File: config.mk
export PLATFORM = sky130hd
export DESIGN_NAME = keypad_alarm_controller_unit
export DESIGN_NICKNAME = d
export VERILOG_FILES = /design/src/hw/rtl/kac_pkg.sv /design/src/hw/rtl/kac_regs.sv /design/src/hw/rtl/kac_match.sv /design/src/hw/rtl/keypad_alarm_controller_unit.sv
export SDC_FILE = /design/constraint.sdc
export NUM_CORES = 1
export LEC_CHECK = 0
export BUFFER_PORTS_ARGS = -buffer_cell sky130_fd_sc_hd__buf_2
export CAP_MARGIN = 30
export CORE_MARGIN = 4
export CORE_UTILIZATION = 31
export CTS_CLUSTER_SIZE = 25
export DETAILED_ROUTE_END_ITERATION = 12
export GPL_TIMING_DRIVEN = 1
export SLEW_MARGIN = 20
export SYNTH_ARGS = -nofsm -noshare
export SYNTH_HDL_FRONTEND = slang
export SYNTH_SLANG_ARGS = --single-unit
File: constraint.sdc
create_clock -name i_clk -period 3.1 [get_ports i_clk]
set_input_delay 0 -clock i_clk [delete_from_list [all_inputs] [get_ports i_clk]]
set_output_delay 0 -clock i_clk [all_outputs]
set_load 0.005 [all_outputs]
File: src/hw/rtl/kac_pkg.sv
// Shared types and constants of the keypad alarm controller.
`default_nettype none
package kac_pkg;

    // Keypad keys with a special meaning.
    localparam logic [7:0] KEY_NONE  = 8'h00;
    localparam logic [7:0] KEY_HOLD  = 8'h23;
    localparam logic [7:0] KEY_STOP  = 8'h2A;
    localparam logic [7:0] KEY_CHECK = 8'h44;

    localparam logic [7:0] HOLD_DEFAULT = 8'd20;

    // Reported mode codes.
    localparam logic [2:0] MODE_START    = 3'd0;
    localparam logic [2:0] MODE_DISARMED = 3'd1;
    localparam logic [2:0] MODE_ARMED    = 3'd2;
    localparam logic [2:0] MODE_ALARM    = 3'd3;
    localparam logic [2:0] MODE_STOPPED  = 3'd4;

    // Reported event codes.
    localparam logic [2:0] EV_NONE     = 3'd0;
    localparam logic [2:0] EV_ARMED    = 3'd1;
    localparam logic [2:0] EV_ARM_FAIL = 3'd2;
    localparam logic [2:0] EV_DISARMED = 3'd3;
    localparam logic [2:0] EV_WRONG    = 3'd4;
    localparam logic [2:0] EV_STOPPED  = 3'd5;

    // Register indexes; each register sits at byte address 8 * index.
    localparam logic [2:0] REG_HOLD_TICKS = 3'd0;
    localparam logic [2:0] REG_PASSCODE_A = 3'd1;
    localparam logic [2:0] REG_PASSCODE_B = 3'd2;
    localparam logic [2:0] REG_PASSCODE_C = 3'd3;
    localparam logic [2:0] REG_PASSCODE_D = 3'd4;

    localparam int NUM_SLOTS  = 4;
    localparam int PC_LEN_LSB = 56;
    localparam int PADDR_W    = 6;

    typedef struct packed {
        logic [7:0] key_code;
        logic       door_open;
    } t_in_item;

    typedef struct packed {
        logic [2:0] mode;
        logic [2:0] event_res;
        logic [2:0] entry_length;
    } t_out_item;

    typedef struct packed {
        logic [7:0]                      hold_ticks;
        logic [NUM_SLOTS-1:0][63:0]      passcode;
    } t_cfg;

endpackage
`default_nettype wire

File: src/hw/rtl/kac_regs.sv
// Configuration register file behind the APB-style port.
`default_nettype none
module kac_regs (
    input  wire logic                        i_clk,
    input  wire logic                        i_rst_n,
    input  wire logic                        psel,
    input  wire logic                        penable,
    input  wire logic                        pwrite,
    input  wire logic [kac_pkg::PADDR_W-1:0] paddr,
    input  wire logic [63:0]                 pwdata,
    output logic [63:0]                      prdata,
    output logic                             pready,
    output kac_pkg::t_cfg                    o_cfg
);

    kac_pkg::t_cfg r_cfg;
    logic [2:0]    addr_idx;
    logic          wr_en;

    assign addr_idx = paddr[5:3];
    assign pready   = 1'b1;
    assign wr_en    = psel & penable & pwrite & pready;

    always_ff @(posedge i_clk) begin
        if (!i_rst_n) begin
            r_cfg.hold_ticks <= kac_pkg::HOLD_DEFAULT;
            r_cfg.passcode   <= '0;
        end else if (wr_en) begin
            unique case (addr_idx)
                kac_pkg::REG_HOLD_TICKS: r_cfg.hold_ticks  <= pwdata[7:0];
                kac_pkg::REG_PASSCODE_A: r_cfg.passcode[0] <= pwdata;
                kac_pkg::REG_PASSCODE_B: r_cfg.passcode[1] <= pwdata;
                kac_pkg::REG_PASSCODE_C: r_cfg.passcode[2] <= pwdata;
                kac_pkg::REG_PASSCODE_D: r_cfg.passcode[3] <= pwdata;
                default: ;
            endcase
        end
    end

    always_comb begin
        unique case (addr_idx)
            kac_pkg::REG_HOLD_TICKS: prdata = {56'd0, r_cfg.hold_ticks};
            kac_pkg::REG_PASSCODE_A: prdata = r_cfg.passcode[0];
            kac_pkg::REG_PASSCODE_B: prdata = r_cfg.passcode[1];
            kac_pkg::REG_PASSCODE_C: prdata = r_cfg.passcode[2];
            kac_pkg::REG_PASSCODE_D: prdata = r_cfg.passcode[3];
            default:                 prdata = '0;
        endcase
    end

    assign o_cfg = r_cfg;

endmodule
`default_nettype wire

File: src/hw/rtl/kac_match.sv
// Parallel compare of the entered code against the four passcode slots.
`default_nettype none
module kac_match #(
    parameter int MAX_CODE_CHARS = 7
) (
    input  wire logic [kac_pkg::NUM_SLOTS-1:0][63:0] i_passcode,
    input  wire logic [MAX_CODE_CHARS-1:0][7:0]      i_chars,
    input  wire logic [2:0]                          i_count,
    output logic                                     o_hit
);

    logic [kac_pkg::NUM_SLOTS-1:0] slot_ok;

    always_comb begin
        logic [3:0] len;
        for (int s = 0; s < kac_pkg::NUM_SLOTS; s++) begin
            len = i_passcode[s][kac_pkg::PC_LEN_LSB +: 4];
            // A slot of length zero is disabled; one longer than the buffer never matches.
            slot_ok[s] = (len != 4'd0) && (len <= 4'(MAX_CODE_CHARS))
                         && (len == {1'b0, i_count});
            for (int k = 0; k < MAX_CODE_CHARS; k++) begin
                if ((4'(k) < len) && (i_passcode[s][8*k +: 8] != i_chars[k])) begin
                    slot_ok[s] = 1'b0;
                end
            end
        end
    end

    assign o_hit = |slot_ok;

endmodule
`default_nettype wire

File: src/hw/rtl/keypad_alarm_controller_unit.sv
// Top level of the keypad alarm controller: input stage, mode FSM and result register.
//
//  channel  direction  payload              handshake
//  in       input      i_in_data (t_in_item)   i_in_valid / o_in_stall
//  out      output     o_out_data (t_out_item) o_out_valid / i_out_stall
//  cfg      input      paddr, pwdata, prdata   psel, penable, pwrite, pready
//
// A keypad poll is captured in the input register, and the FSM step then writes its result
// into the result register, from which the transaction leaves.
// One poll is accepted every cycle while the result side does not stall; the single FSM step sets that rate.
// Reset puts the block in start mode with an empty code buffer and restores defaults.
// A stall on the result side holds the result register and, while a poll waits in the input
// register, holds that register too and raises o_in_stall in the same cycle.
`default_nettype none
module keypad_alarm_controller_unit #(
    parameter int MAX_CODE_CHARS = 7
) (
    input  wire logic                        i_clk,
    input  wire logic                        i_rst_n,
    input  wire logic                        i_in_valid,
    output logic                             o_in_stall,
    input  wire kac_pkg::t_in_item           i_in_data,
    output logic                             o_out_valid,
    input  wire logic                        i_out_stall,
    output kac_pkg::t_out_item               o_out_data,
    input  wire logic                        psel,
    input  wire logic                        penable,
    input  wire logic                        pwrite,
    input  wire logic [kac_pkg::PADDR_W-1:0] paddr,
    input  wire logic [63:0]                 pwdata,
    output logic [63:0]                      prdata,
    output logic                             pready
);

    typedef enum logic [4:0] {
        ST_START    = 5'b00001,
        ST_DISARMED = 5'b00010,
        ST_ARMED    = 5'b00100,
        ST_ALARM    = 5'b01000,
        ST_STOPPED  = 5'b10000
    } t_state;

    kac_pkg::t_cfg      cfg;
    logic               hit;

    logic               r_in_valid;
    kac_pkg::t_in_item  r_in;
    logic               r_out_valid;
    kac_pkg::t_out_item r_out;
    logic               advance;

    t_state                     r_state, n_state;
    logic [7:0]                 r_hold, n_hold;
    logic                       r_latch, n_latch;
    logic [MAX_CODE_CHARS-1:0][7:0] r_chars, n_chars;
    logic [2:0]                 r_count, n_count;
    logic [2:0]                 ev;
    logic [2:0]                 mode_code;

    kac_regs u_regs (
        .i_clk   (i_clk),
        .i_rst_n (i_rst_n),
        .psel    (psel),
        .penable (penable),
        .pwrite  (pwrite),
        .paddr   (paddr),
        .pwdata  (pwdata),
        .prdata  (prdata),
        .pready  (pready),
        .o_cfg   (cfg)
    );

    kac_match #(
        .MAX_CODE_CHARS (MAX_CODE_CHARS)
    ) u_match (
        .i_passcode (cfg.passcode),
        .i_chars    (r_chars),
        .i_count    (r_count),
        .o_hit      (hit)
    );

    // The FSM step fires when a poll waits and the result register is empty or not stalled.
    assign advance    = r_in_valid & (~r_out_valid | ~i_out_stall);
    assign o_in_stall = r_in_valid & ~advance;

    always_ff @(posedge i_clk) begin
        if (!i_rst_n) begin
            r_in_valid <= 1'b0;
        end else if (!o_in_stall) begin
            r_in_valid <= i_in_valid;
        end
    end

    always_ff @(posedge i_clk) begin
        if (!o_in_stall && i_in_valid) begin
            r_in <= i_in_data;
        end
    end

    always_comb begin
        logic [7:0] hold_inc;
        logic       clear_entry;
        n_state     = r_state;
        n_hold      = r_hold;
        n_latch     = r_latch;
        n_chars     = r_chars;
        n_count     = r_count;
        ev          = kac_pkg::EV_NONE;
        clear_entry = 1'b0;
        hold_inc    = r_hold + 8'd1;

        unique case (r_state)
            ST_START: begin
                n_state = ST_DISARMED;
            end
            ST_DISARMED: begin
                if (r_in.key_code != kac_pkg::KEY_NONE) begin
                    if (r_in.key_code == kac_pkg::KEY_STOP) begin
                        n_state = ST_STOPPED;
                        ev      = kac_pkg::EV_STOPPED;
                    end
                    if (r_in.key_code == kac_pkg::KEY_HOLD) begin
                        n_hold = hold_inc;
                        if (hold_inc == cfg.hold_ticks) begin
                            clear_entry = 1'b1;
                            n_hold      = 8'd0;
                            n_latch     = 1'b1;
                            if (!r_in.door_open) begin
                                n_state = ST_ARMED;
                                ev      = kac_pkg::EV_ARMED;
                            end else begin
                                ev = kac_pkg::EV_ARM_FAIL;
                            end
                        end
                    end else begin
                        n_hold = 8'd0;
                    end
                end
            end
            ST_ARMED, ST_ALARM: begin
                if (r_in.key_code != kac_pkg::KEY_NONE) begin
                    if (!r_latch) begin
                        n_latch = 1'b1;
                        if (r_in.key_code == kac_pkg::KEY_CHECK) begin
                            n_state     = hit ? ST_DISARMED : ST_ALARM;
                            ev          = hit ? kac_pkg::EV_DISARMED : kac_pkg::EV_WRONG;
                            clear_entry = 1'b1;
                        end else if (r_count < 3'(MAX_CODE_CHARS)) begin
                            for (int k = 0; k < MAX_CODE_CHARS; k++) begin
                                if (r_count == 3'(k)) begin
                                    n_chars[k] = r_in.key_code;
                                end
                            end
                            n_count = r_count + 3'd1;
                        end
                    end
                    // A star stops the block even after it was buffered.
                    if (r_in.key_code == kac_pkg::KEY_STOP) begin
                        n_state = ST_STOPPED;
                        ev      = kac_pkg::EV_STOPPED;
                    end
                end else begin
                    n_latch = 1'b0;
                end
            end
            ST_STOPPED: begin
                n_state = ST_STOPPED;
            end
            default: begin
                n_state = ST_STOPPED;
            end
        endcase

        if (clear_entry) begin
            n_chars = '0;
            n_count = 3'd0;
        end
    end

    always_comb begin
        unique case (n_state)
            ST_START:    mode_code = kac_pkg::MODE_START;
            ST_DISARMED: mode_code = kac_pkg::MODE_DISARMED;
            ST_ARMED:    mode_code = kac_pkg::MODE_ARMED;
            ST_ALARM:    mode_code = kac_pkg::MODE_ALARM;
            ST_STOPPED:  mode_code = kac_pkg::MODE_STOPPED;
            default:     mode_code = kac_pkg::MODE_STOPPED;
        endcase
    end

    always_ff @(posedge i_clk) begin
        if (!i_rst_n) begin
            r_state <= ST_START;
            r_hold  <= 8'd0;
            r_latch <= 1'b0;
            r_chars <= '0;
            r_count <= 3'd0;
        end else if (advance) begin
            r_state <= n_state;
            r_hold  <= n_hold;
            r_latch <= n_latch;
            r_chars <= n_chars;
            r_count <= n_count;
        end
    end

    always_ff @(posedge i_clk) begin
        if (!i_rst_n) begin
            r_out_valid <= 1'b0;
        end else if (advance) begin
            r_out_valid <= 1'b1;
        end else if (!i_out_stall) begin
            r_out_valid <= 1'b0;
        end
    end

    always_ff @(posedge i_clk) begin
        if (advance) begin
            r_out.mode         <= mode_code;
            r_out.event_res    <= ev;
            r_out.entry_length <= n_count;
        end
    end

    assign o_out_valid = r_out_valid;
    assign o_out_data  = r_out;

`ifndef SYNTHESIS
    a_count_cap: assert property (@(posedge i_clk) disable iff (!i_rst_n)
        r_count <= 3'(MAX_CODE_CHARS))
        else $error("code buffer count exceeds capacity");

    a_stop_final: assert property (@(posedge i_clk) disable iff (!i_rst_n)
        r_state == ST_STOPPED |=> r_state == ST_STOPPED)
        else $error("block left the stopped mode");

    a_disarmed_empty: assert property (@(posedge i_clk) disable iff (!i_rst_n)
        r_state == ST_DISARMED |-> r_count == 3'd0)
        else $error("code buffer not empty while disarmed");

    a_len_tracks: assert property (@(posedge i_clk) disable iff (!i_rst_n)
        $past(advance) && $past(i_rst_n) |-> r_out.entry_length == r_count)
        else $error("reported entry length differs from buffer count");
`endif

endmodule
`default_nettype wire
; ---- Word level (Yosys, flattened, before mapping)
; Cells that the tools add are included.
[classes]
add_sub_neg = 2
reduce_logical = 72
mul = 0
magnitude_cmp = 33
mux = 87
n_shift = 0
n_bitwise = 8
n_eq_ne = 60
div = 0
[op_table]
columns = operator, n
row1 = two-way mux 56 bit, 6
row2 = one-hot mux 64 bit (5 select lines), 1
row3 = inequality test 8 bit, 28
row4 = two-way mux 8 bit, 9
row5 = AND reduction 7 bit, 7
row6 = less-than comparator 3 x 4 -> 1 bit (first input constant), 12
row7 = two-way mux 3 bit, 15
row8 = two-way mux 5 bit, 9
row9 = two-way mux 1 bit, 40
row10 = logical AND 1 bit, 37
row11 = less-than comparator 1 x 4 -> 1 bit (first input constant), 8
row12 = less-than comparator 2 x 4 -> 1 bit (first input constant), 8
row13 = nonzero test 2 bit, 11
row14 = equality test 4 x 3 -> 1 bit, 4
row15 = equality test 8 x 6 -> 1 bit (second input constant), 2
row16 = less-or-equal comparator 4 x 3 -> 1 bit (second input constant), 4
row17 = nonzero test 4 bit, 4
row18 = one-hot mux 5 bit (3 select lines), 1
row19 = equality test 3 x 2 -> 1 bit (second input constant), 4
row20 = equality test 3 bit (second input constant), 4
row21 = one-hot mux 3 bit (4 select lines), 1
row22 = equality test 5 x 1 -> 1 bit (second input constant), 2
row23 = equality test 5 x 2 -> 1 bit (second input constant), 2
row24 = equality test 5 x 3 -> 1 bit (second input constant), 2
row25 = other kinds (24), 41
[totals]
out_inout_bits = 76
romBits = 0
ff_bits = 357
mem_bits_rw = 0
input_bits = 86
latch_bits = 0
mem_count = 0

; ---- Depth between registers and ports, before layout
; Gate-level depths: netlist (run 1).
[logic_depth]
word_depth = 19
mapped_depth = 10

; ---- Modules after synthesis
; A second synthesis (run 1) with hierarchy kept.
[unflattened]
hier_cells = 1985
hier_area_um2 = 18657.9
[by_module_without_submodules]
columns = module, area_each_um2, cells_each, n_inst
row1 = kac_regs, 11611.1, 1176, 1
row2 = keypad_alarm_controller_unit, 4217.8, 445, 1
row3 = kac_match, 2829.0, 364, 1

; ---- Worst setup path before layout (run 1)
; OpenSTA, ideal clock, no wires.
[synth_path]
path_type = flip-flop to flip-flop
start = reg r_hold[0]
end = reg r_chars[27] (netlist bit)
setup_time_ns = 0.116
path_stages_with_launch = 11
arrival_time_ns = 2.465
t_required_ns = 2.984
period_less_slack_ns = 2.581
setup_slack_ns = 0.519
path_cell_list = dfxtp_1 > ha_1 > nand3_1 > nor2_2 > xnor2_1 > mux2_4 > o41a_1 > buf_6 > a21oi_4 > mux2i_1 > nor2b_1
[synth_via]
elab_chain_cells = 8
word_cells_on_any_way = 14
classes_between = add/sub: 1 / eq/ne: 3 / mux: 5 / reduce/logical: 5
[synth_lines]
columns = item, line_no
row1 = "start, declared", keypad_alarm_controller_unit.sv:53  ; logic [7:0] r_hold, n_hold;
row2 = "start signal, assigned", keypad_alarm_controller_unit.sv:200  ; r_hold <= n_hold;
row3 = adder 8 x 1 -> 8 bit (*), keypad_alarm_controller_unit.sv:110  ; hold_inc = r_hold + 8'd1;
row4 = equality test 8 bit (*), keypad_alarm_controller_unit.sv:124  ; if (hold_inc == cfg.hold_ticks) begin
row5 = two-way mux 1 bit (*), keypad_alarm_controller_unit.sv:124
row6 = two-way mux 1 bit (*), keypad_alarm_controller_unit.sv:122  ; if (r_in.key_code == kac_pkg::KEY_HOLD) begin
row7 = two-way mux 1 bit (*), keypad_alarm_controller_unit.sv:117  ; if (r_in.key_code != kac_pkg::KEY_NONE) begin
row8 = one-hot mux 1 bit (2 select lines) (*), keypad_alarm_controller_unit.sv:112  ; unique case (r_state)
row9 = inequality test 2 x 1 -> 1 bit (no line) / nonzero test 2 bit (equally long branches), -
row10 = AND reduction 7 bit (no line), -
row11 = "end signal, assigned", keypad_alarm_controller_unit.sv:202  ; r_chars <= n_chars;
row12 = "end, declared", keypad_alarm_controller_unit.sv:55  ; logic [MAX_CODE_CHARS-1:0][7:0] r_chars, n_chars;
; Mark *: on every way between the ends. The rest lies on a longest branch, timed or not.
; A chain may end at the register's enable or synchronous reset.

; ---- Final worst setup path (run 1)
[layout_path]
start = reg r_hold[0]
end = reg r_chars[26] (netlist bit)
; The elaborated chain is that of the path after synthesis.

==> impl.org, run 1 <==
** Run status
- The run finished with clean final reports.

** Drt
- The detailed router placed 16.40k vias in this run.
- Drt drc :: 0
- Antenna Nets Post-Route :: 0
- Average wire per standard cell :: 20.40 um
- Total wirelength of the detailed-routed design :: 64,720 um
- Using the TritonRoute via totals, the vias-per-cell ratio works out to 5.168.
- DR pass1 iterations :: 6
- The detailed router finished its first iteration with 1,449 violations.

** GRT
- The number of global-route vias before repair is 16.51k.
- The first global-routing pass estimated 98,700 um of wire.
- Global routing usage summed across all routing layers :: 0.1973
- Entering global routing, the biggest net connects 113 pins.
- The initial antenna violation count is 3.
- Total grt overflow :: 0

** Critical path
- Type of origin of the critical path :: flip-flop
- Largest delay contributor family on the critical path :: compound AO/OA/AOI/OAI gates
- The number of buffers and inverters on the critical path is 2.
- Setup CP Type :: flip-flop to flip-flop
- The worst setup path is captured at a flip-flop.
- Cell seen most often among critical-path stages :: buf_4
- Crit-path cells :: ha_1 -> nand3_1 -> nor2_2 -> xnor2_1 -> mux2_4 -> o41a_1 -> buf_4 -> a21oi_4 -> buf_4 -> mux2i_1
- Slowest library cell on the worst path :: dfxtp_1
- Worst path required time :: 3600 ps
- Delay of the slowest cell on the worst path :: 430 ps
- Largest fanout on the critical path :: 9
- Data arrives at the worst endpoint at 3420 ps.

** STA
- Setup violations remaining at the end of the flow were counted as 0.
- For the pin with the worst max-slew slack, the measured transition is 869.3 ps.
- Post-layout minimum cycle time :: 2920 ps
- The number of pins with negative max-slew slack in the final report was 0.
- Headroom to the max-slew limit came out at 0.4205.
- Period utilisation layout :: 0.9419
- Setup total negative slack on the finished layout was measured at 0 ps.
- FMAX :: 342.5 MHz
- Setup Skew :: 27.22 ps
- Number of failing hold endpoints at the final stage :: 0
- RSZ-0062 raised after global routing :: false

** Layout
- Registers take 7327 um^2.
- Total area of multi-input combinational cells :: 10,190 um^2
- The area growth from synthesis to layout is 20.95%.
- Final Non-Filler Cells :: 3,173
- For this run, the post-layout net count is 2,466.
- The layout has 5,885 filler cells.
- Layout cells sized above 1 :: 0.1354
- Measured on the finished design, the core utilization comes to 0.3813.

** Clock network
- Clock latency on the worst-skew pair, taken at its later pin, is 580 ps.
- The clock drives 357 sinks.
- Counting the buffers created by CTS gives 41.
- The root buffer cell chosen for the clock tree is clkbuf_16.
- TritonCTS clock tree :: done
- Clock-pin slew was measured on the worst setup and hold paths at 60 ps.
- Maximum level of the CTS H-tree :: 2
- Buffers from clock root to sink, at most :: 3

** Placement
- Dpl cells :: 3,010
- Input/output buffers :: 157
- The congestion estimate from routability-driven global placement came to 0.8425.
- The wire-length estimate of the detail-placed layout is 43,090 um.

** Synth
- The number of nets handed over by synthesis was 2,320.
- Cell area after synthesis :: 18,290 um^2
- Most used flip-flop cell after synthesis :: dfxtp_1
- Synthesis inferred 357 register bits.
- Of all flip-flops after synthesis, the portion carrying an async set or reset was 0.
- Sequential element share of the synthesized area :: 0.4006
- Number of instances in the synthesized netlist :: 2,228
- Of the post-synthesis cell area, the dominant cell type holds 0.3710.
- In the synthesized netlist, the cells that appear most often are nand2_1, dfxtp_1, a21boi_0.
- Most common cell in the netlist :: nand2_1
- Each instance of the synthesized netlist takes up on average 8.210 um^2.
- After synthesis, the cell types taking the most area are dfxtp_1, nand2_1, a21boi_0, xor2_1, a22oi_1.
- The synthesized design contains 18 enable-type register cells.
- Number of different library cells in the post-synthesis netlist :: 68
- Number of warnings printed during yosys synthesis :: 0
- Yosys top cell by area :: dfxtp_1

** Die
- The die covers 62,950 um^2.
- From bottom edge to top edge, the die measures 250.9 um.
- The initial utilization of the core area, before any placement, comes to 0.3152.
- Chip Width :: 250.9 um
- Total I/O pin count :: 162
- Placeable core area :: 58,030 um^2
- The initialized floorplan defines 88 standard-cell rows.

** Power and ir drop
- In this run the static leakage power is 8.935 nW.
- For this design the ratio of total power to cell area is 471.6 nW/um^2.
- IR analysis of the VDD net gives a maximum drop of 0.3813 mV.

** Job
- Max-cap violations in this run came to 0.

** Hold path
- In this run the worst hold path is classified as primary input to flip-flop.
-- layer usage --
metal,share of wire,up-vias,global-route usage
li1,-,7835,-
met5,0.00042,-,0
met3,0.064,114,0.03042
met2,0.47,599,0.3285
met1,0.44,7847,0.2608
met4,0.031,4,0.06958
-- power breakdown --
group | total (mW) | leakage [nW] | switching (mW) | internal [mW]
logic | 0.629 | 5.33 | 0.375 | 0.254
registers | 4.71 | 2.90 | 0.0396 | 4.67
clock network | 5.10 | 0.703 | 2.05 | 3.05
-- metrics by stage --
step / setup WS, ps / area (um^2) / hold slack (ps) / power, mW
after floorplan: 519.2 / 18290 / 98.87 / 5.066
after global placement: 215.7 / 19870 / 180.2 / 5.339
after detailed placement: 174.2 / 19870 / 187.3 / 5.347
after CTS: 169.3 / 22040 / 137.2 / 10.51
after global routing: 2.901 / 22120 / 164.2 / 10.72
final: 180.0 / 22120 / 164.9 / 10.43
-- layout by cell type (no fill, tap or decap), types with 10 or more instances in the layout --
cell type / count
nor2_1: 31
nand3_1: 28
clkbuf_16: 43
clkinv_2: 10
edfxtp_1: 18
a22oi_1: 114
xnor2_1: 87
nand4_1: 23
a21oi_1: 34
nor3_1: 12
mux2i_1: 66
a21boi_0: 260
dfxtp_1: 339
dlygate4sd3_1: 77
xor2_1: 155
o21ai_1: 17
buf_4: 62
o21ai_0: 13
nor2b_1: 36
nand2_1: 622
buf_2: 156
nor4_1: 47
-- worst paths after layout --
path | startpoint | endpoint | depth (start not counted) | slack [ps]
worst max-delay path | r_hold[0] | r_chars[26] | 10 | 180
worst min register to register | u_regs.o_cfg[254] | u_regs.o_cfg[254] | 2 | 470
worst min-delay path | i_in_data[5] | r_in[5] | 2 | 160
worst max register to register | r_hold[0] | r_chars[26] | 10 | 180
-- kinds of logic (layout without fill, tap and decap cells) --
group                      Yosys count  count (layout)  synth area share
buffers and inverters              210             389           0.04392
xor gates and xnor gates           242             242            0.1159
adders and majority gates            6               6          0.004104
muxes                               68              68           0.03755
DFF                                357             357            0.4006
other                                1               2         0.0002050
AOI/OAI and AO/OA                  496             496            0.1988
and+or+nand+nor                    848             848            0.1990
-- flip-flops by register name, indices dropped and copies added, names as in the netlist --
| name | cells |
|---|---|
| o_out_data | 9 |
| r_latch | 1 |
| r_chars | 56 |
| o_out_valid | 1 |
| r_hold | 8 |
| r_state | 5 |
| r_in | 9 |
| r_count | 3 |
| u_regs.o_cfg | 264 |
| r_in_valid | 1 |
-- timing repair --
action                     in CTS  in global routing
resized for setup               0                  0
setup endpoints to repair       0                  4
buffers inserted                0                  9
hold endpoints to repair      294                  0
hold buffers                   77                  0
-- cell type report --
class / instances / area share
antenna: 1 / 0.0001131
clock inverter: 18 / 0.009049
inverter: 8 / 0.001357
multi-input combinational: 1661 / 0.4608
sequential: 357 / 0.3312
timing repair buffer: 305 / 0.09982
tap: 765 / 0.04327
clock buffer: 58 / 0.05435
No activity file was read; power rests on OpenSTA's default activity.
==> run 2: changes to the inputs <==
--- a/config.mk
+++ b/config.mk
@@ -5,13 +5,15 @@
 export SDC_FILE = /design/constraint.sdc
 export NUM_CORES = 1
 export LEC_CHECK = 0
+export ABC_AREA = 1
 export BUFFER_PORTS_ARGS = -buffer_cell sky130_fd_sc_hd__buf_2
 export CAP_MARGIN = 30
 export CORE_MARGIN = 4
 export CORE_UTILIZATION = 31
 export CTS_CLUSTER_SIZE = 25
 export DETAILED_ROUTE_END_ITERATION = 12
-export GPL_TIMING_DRIVEN = 1
+export GPL_TIMING_DRIVEN = 0
+export MAX_ROUTING_LAYER = met4
 export SLEW_MARGIN = 20
 export SYNTH_ARGS = -nofsm -noshare
 export SYNTH_HDL_FRONTEND = slang
==> run 2 against run 1 <==
Effect of this change:
- clock skew up 1.8 ps
- clock power down 2%
- flip-flop and latch count unchanged
- wire length up 32%
- sequential power up 0.8%
- synthesized cell count up 27%
- cell count up 24%
- sequential share of layout area down 1.1 points
- register-to-register slack worse by 40 ps
- count of clock-buffer cells in the layout up 3
- worst setup slack worse by 140 ps
- total power up 3.1%
- critical path type is now primary input to primary output
- highest routed layer is now met4
==> impl.org, run 2 <==
** Synth
- The synthesized design spends more area on one cell type than any other, namely dfxtp_1.
- Asr flop ratio synth :: 0 (unchanged)
- Number of warnings printed during yosys synthesis :: 0 (unchanged)
- Xor and xnor area share after synthesis :: 0.05149 (-0.06439)
- Cell area after synthesis :: 18,880 um^2 (+3.2%)
- The number of enable-type register cells in the synthesized netlist is 18 (unchanged).
- The net count after synthesis came to 2,924 (+26%).
- The count of different cell masters after synthesis came to 47 (-31%).
- The post-synthesis sequential element count came to 357 (unchanged).
- Number of instances in the synthesized netlist :: 2,832 (+27%)
- The mean instance size in the synthesized netlist came to 6.667 um^2 (-19%).
- The adder-cell share of the synthesized area was 0.003976 (-0.0001281).
- Ranking of synthesized cells by instance count :: nand2_1, nor2_1, dfxtp_1
- The most used flip-flop cell after synthesis is dfxtp_1.
- The simple logic cell fraction of the synthesized area was 0.3069 (+0.1079).
- nand2_1 is the most common cell in the netlist.
- The multiplexer fraction of the synthesized cell area was 0 (-0.03755).
- Largest family of logic cells by synthesized area :: simple AND/OR/NAND/NOR gates
- Synth top area share :: 0.3594 (-0.01158)
- The sequential area share after synthesis came to 0.3881 (-0.01250).
- By area the synthesized netlist is led by dfxtp_1, nand2_1, nor2_1, o21ai_0, inv_1.
- Compound-cell area share of the yosys netlist :: 0.1622 (-0.03662)

** Drt
- Count of routing violations after the opening detailed-route iteration :: 2,282 (+57%)
- The DRC violation count after routing came to 0 (unchanged).
- Total wirelength of the detailed-routed design :: 85,570 um (+32%)
- The number of vias per cell after detailed routing is 5.204 (+0.68%).
- DR pass1 iterations :: 6 (unchanged)
- The remaining number of nets flagged by the antenna check after routing is 0 (unchanged).
- The average wire per cell in the routed design was 21.75 um (+6.6%).
- The count of vias placed by the detailed router was 20.47k (+25%).

** Clock network
- The H-tree depth was 2 (unchanged).
- Clock latency reported for the late side of the worst-skew pair :: 600 ps (+20 ps)
- Sinks on Clock Net :: 357 (unchanged)
- TritonCTS built the clock tree.
- The CTS clock-pin slew for the worst setup and hold paths is 60 ps (about the same).
- The tree is rooted in a clkbuf_16.
- Clock buffers created by TritonCTS :: 42 (+2.4%)
- The maximum clock path buffer count came to 3 (unchanged).

** Die
- The boundary pin count was 162 (unchanged).
- Chip Width :: 254.8 um (+1.5%)
- The floorplan die height came to 254.8 um (+1.5%).
- The die area is 64,920 um^2 (+3.1%).
- The number of placement rows is 90 (+2.3%).
- Initial cell density of the core :: 0.3128 (-0.002417)
- Placeable core area :: 60,360 um^2 (+4.0%)

** Hold path
- In this run the worst hold path is classified as primary input to flip-flop.
- WHS Path Cells :: 2 (unchanged)

** Critical path
- The worst setup path is captured at a primary output.
- CP bufs+invs :: 6 (+4)
- Largest delay contributor family on the critical path :: buffers and inverters
- Counting stages on the worst path, the most repeated cell is clkbuf_1.
- The critical path is of the primary input to primary output type.
- Largest fanout on the critical path :: 10 (+1)
- The critical path goes through clkbuf_1 -> nand2_1 -> inv_1 -> clkbuf_1 -> buf_6 -> clkbuf_1 -> nand2_1 -> o2111ai_1 -> buf_2.
- The data arrival time of the worst path is 3060 ps (-360 ps).
- Among all stages on the critical path, the largest delay is contributed by clkbuf_1.
- The worst setup path is launched from a primary input.
- R2R cell count :: 14 (+4)
- Crit. path cell count :: 9 (-1)
- Delay of the slowest cell on the worst path :: 880 ps (+450 ps)
- Worst path required time :: 3100 ps (-500 ps)

** Power and ir drop
- Cell area power density :: 470.2 nW/um^2 (-0.29%)
- The static power due to leakage was 9.831 nW (+10%).
- Maximum resistive drop on vdd :: 0.3402 mV (-11%)
- Overall power :: 10.75 mW (+3.1%)

** STA
- Period utilisation layout :: 0.9870 (+0.04513)
- The transition at the pin with the smallest max-transition slack came to 1168 ps (+298.2 ps).
- The final critical path time including I/O delays and setup came to 3060 ps (+139.9 ps).
- FMAX :: 326.8 MHz (-4.6%)
- Setup repair after global routing left no endpoint under its margin.
- Count of final setup violators :: 0 (unchanged)
- Setup Skew :: 28.99 ps (+1.772 ps)
- The count of final hold-check violations is 0 (unchanged).
- Min Hold Slack :: 132.3 ps (-32.56 ps)
- The number of pins with negative max-slew slack in the final report came to 0 (unchanged).
- Max-slew headroom :: 0.2216 (-0.1988)

** Layout
- From synthesis to final layout, the design area changed by 21.13%.
- Commonest non-fill, non-tap cell in the layout :: nand2_1
- Flip-flop count of the largest register, all copies and words added :: 264 (unchanged)
- The final layout net count came to 3,208 (+30%).
- The library cells used most frequently in the layout, excluding fill and tap cells, are nand2_1, nor2_1, dfxtp_1, o21ai_0, inv_1.
- The ratio of cells with drive above 1 in the final layout is 0.09383 (-0.04161).

** GRT
- Global-route wire length before repair :: 123,100 um (+25%)
- Vias in the first global route :: 19.08k (+16%)
- The pin count of the biggest net entering global routing was 19 (-83%).
- The total congestion overflow after global routing was 0 (unchanged).
- The overall global routing resource usage is 0.2641 (+0.06686).
- Antenna violations before repair :: 7 (+4)

** Placement
- The routability congestion estimate came to 1.031 (+22%).
- Input/output buffers :: 155 (-1.3%)
- The detailed placement HPWL is 63,880 um (+48%).

** Run status
- Status :: finished, final reports clean

** Job
- Number of maximum-capacitance violations :: 0 (unchanged)
-- run 2: metal layers --
layer | global-route usage | vias to the layer above | part of all wire
met3 | 0.05384 | 210 | 0.094
met4 | 0.1178 | 0 | 0.050
li1 | - | 9735 | -
met5 | - | - | 0
met1 | 0.3408 | 9525 | 0.42
met2 | 0.4009 | 1001 | 0.44
-- run 2: cells by family (layout without fill, tap and decap cells) --
logic type,Yosys count,in the layout
other,1,9
XOR/XNOR,111,111
flip-flops,357,357
buffers and inverters,418,730
adder cells (fa/ha/maj),6,6
AO/OA/AOI/OAI,554,554
AND/OR/NAND/NOR,1385,1385
-- run 2: layout make-up --
cell class	count	area, um^2
plain buffers	148	634.4
fillers	6520	37490
flip-flops and latches	357	7327
diodes	8	20.02
clock buffers	61	1244
multi-input cells	2057	9921
inverters	270	1013
repair buffers	240	1629
well taps	782	978.4
clock inverters	11	103.9
-- run 2: worst paths after layout --
check                from             to  slack [ps]
min          i_in_data[0]        r_in[0]         130
max              paddr[5]     prdata[49]          40
max reg2reg    r_count[0]  o_out_data[5]         140
min reg2reg    r_in_valid    o_out_valid         490
-- run 2: worst reg2reg max path, cell delays in order, from the launching register on --
cell,delay [ps]
dfxtp_1,390
clkbuf_1,390
clkinv_1,490
nand2_1,240
nand4_1,120
nor3_1,230
nand3_1,110
nor3_1,190
nand2_1,70
nor2_1,100
nand2_1,80
nand2_1,80
nor2_1,50
nand2_1,60
o21ai_0,80
-- run 2: power by group --
group | switching (mW) | total [mW] | leakage, nW | internal [mW]
logic | 0.707 | 1.01 | 6.25 | 0.307
clock network | 2.13 | 4.99 | 0.671 | 2.86
registers | 0.0547 | 4.75 | 2.91 | 4.70
-- run 2: stage by stage --
stage	area [um^2]	utilization	TNS [ps]	setup WS (ps)	std cells
2_1_floorplan	18880	-	0	967.9	2832
3_3_place_gp	20630	0.3419	-29400	-478.0	3769
3_5_place_dp	20680	0.3427	-78.79	-19.85	3773
4_1_cts	22800	0.3778	0	179.9	3922
5_1_grt	22870	0.3789	0	11.05	3933
6_report	22870	0.3789	0	40.15	3934
-- run 2: repair_timing --
action | 4_1_cts | 5_1_grt
gates resized for setup | 0 | 2
hold buffers | 77 | 0
endpoints found under the setup margin | 0 | 13
hold endpoints to repair | 285 | 0
setup buffers | 0 | 2
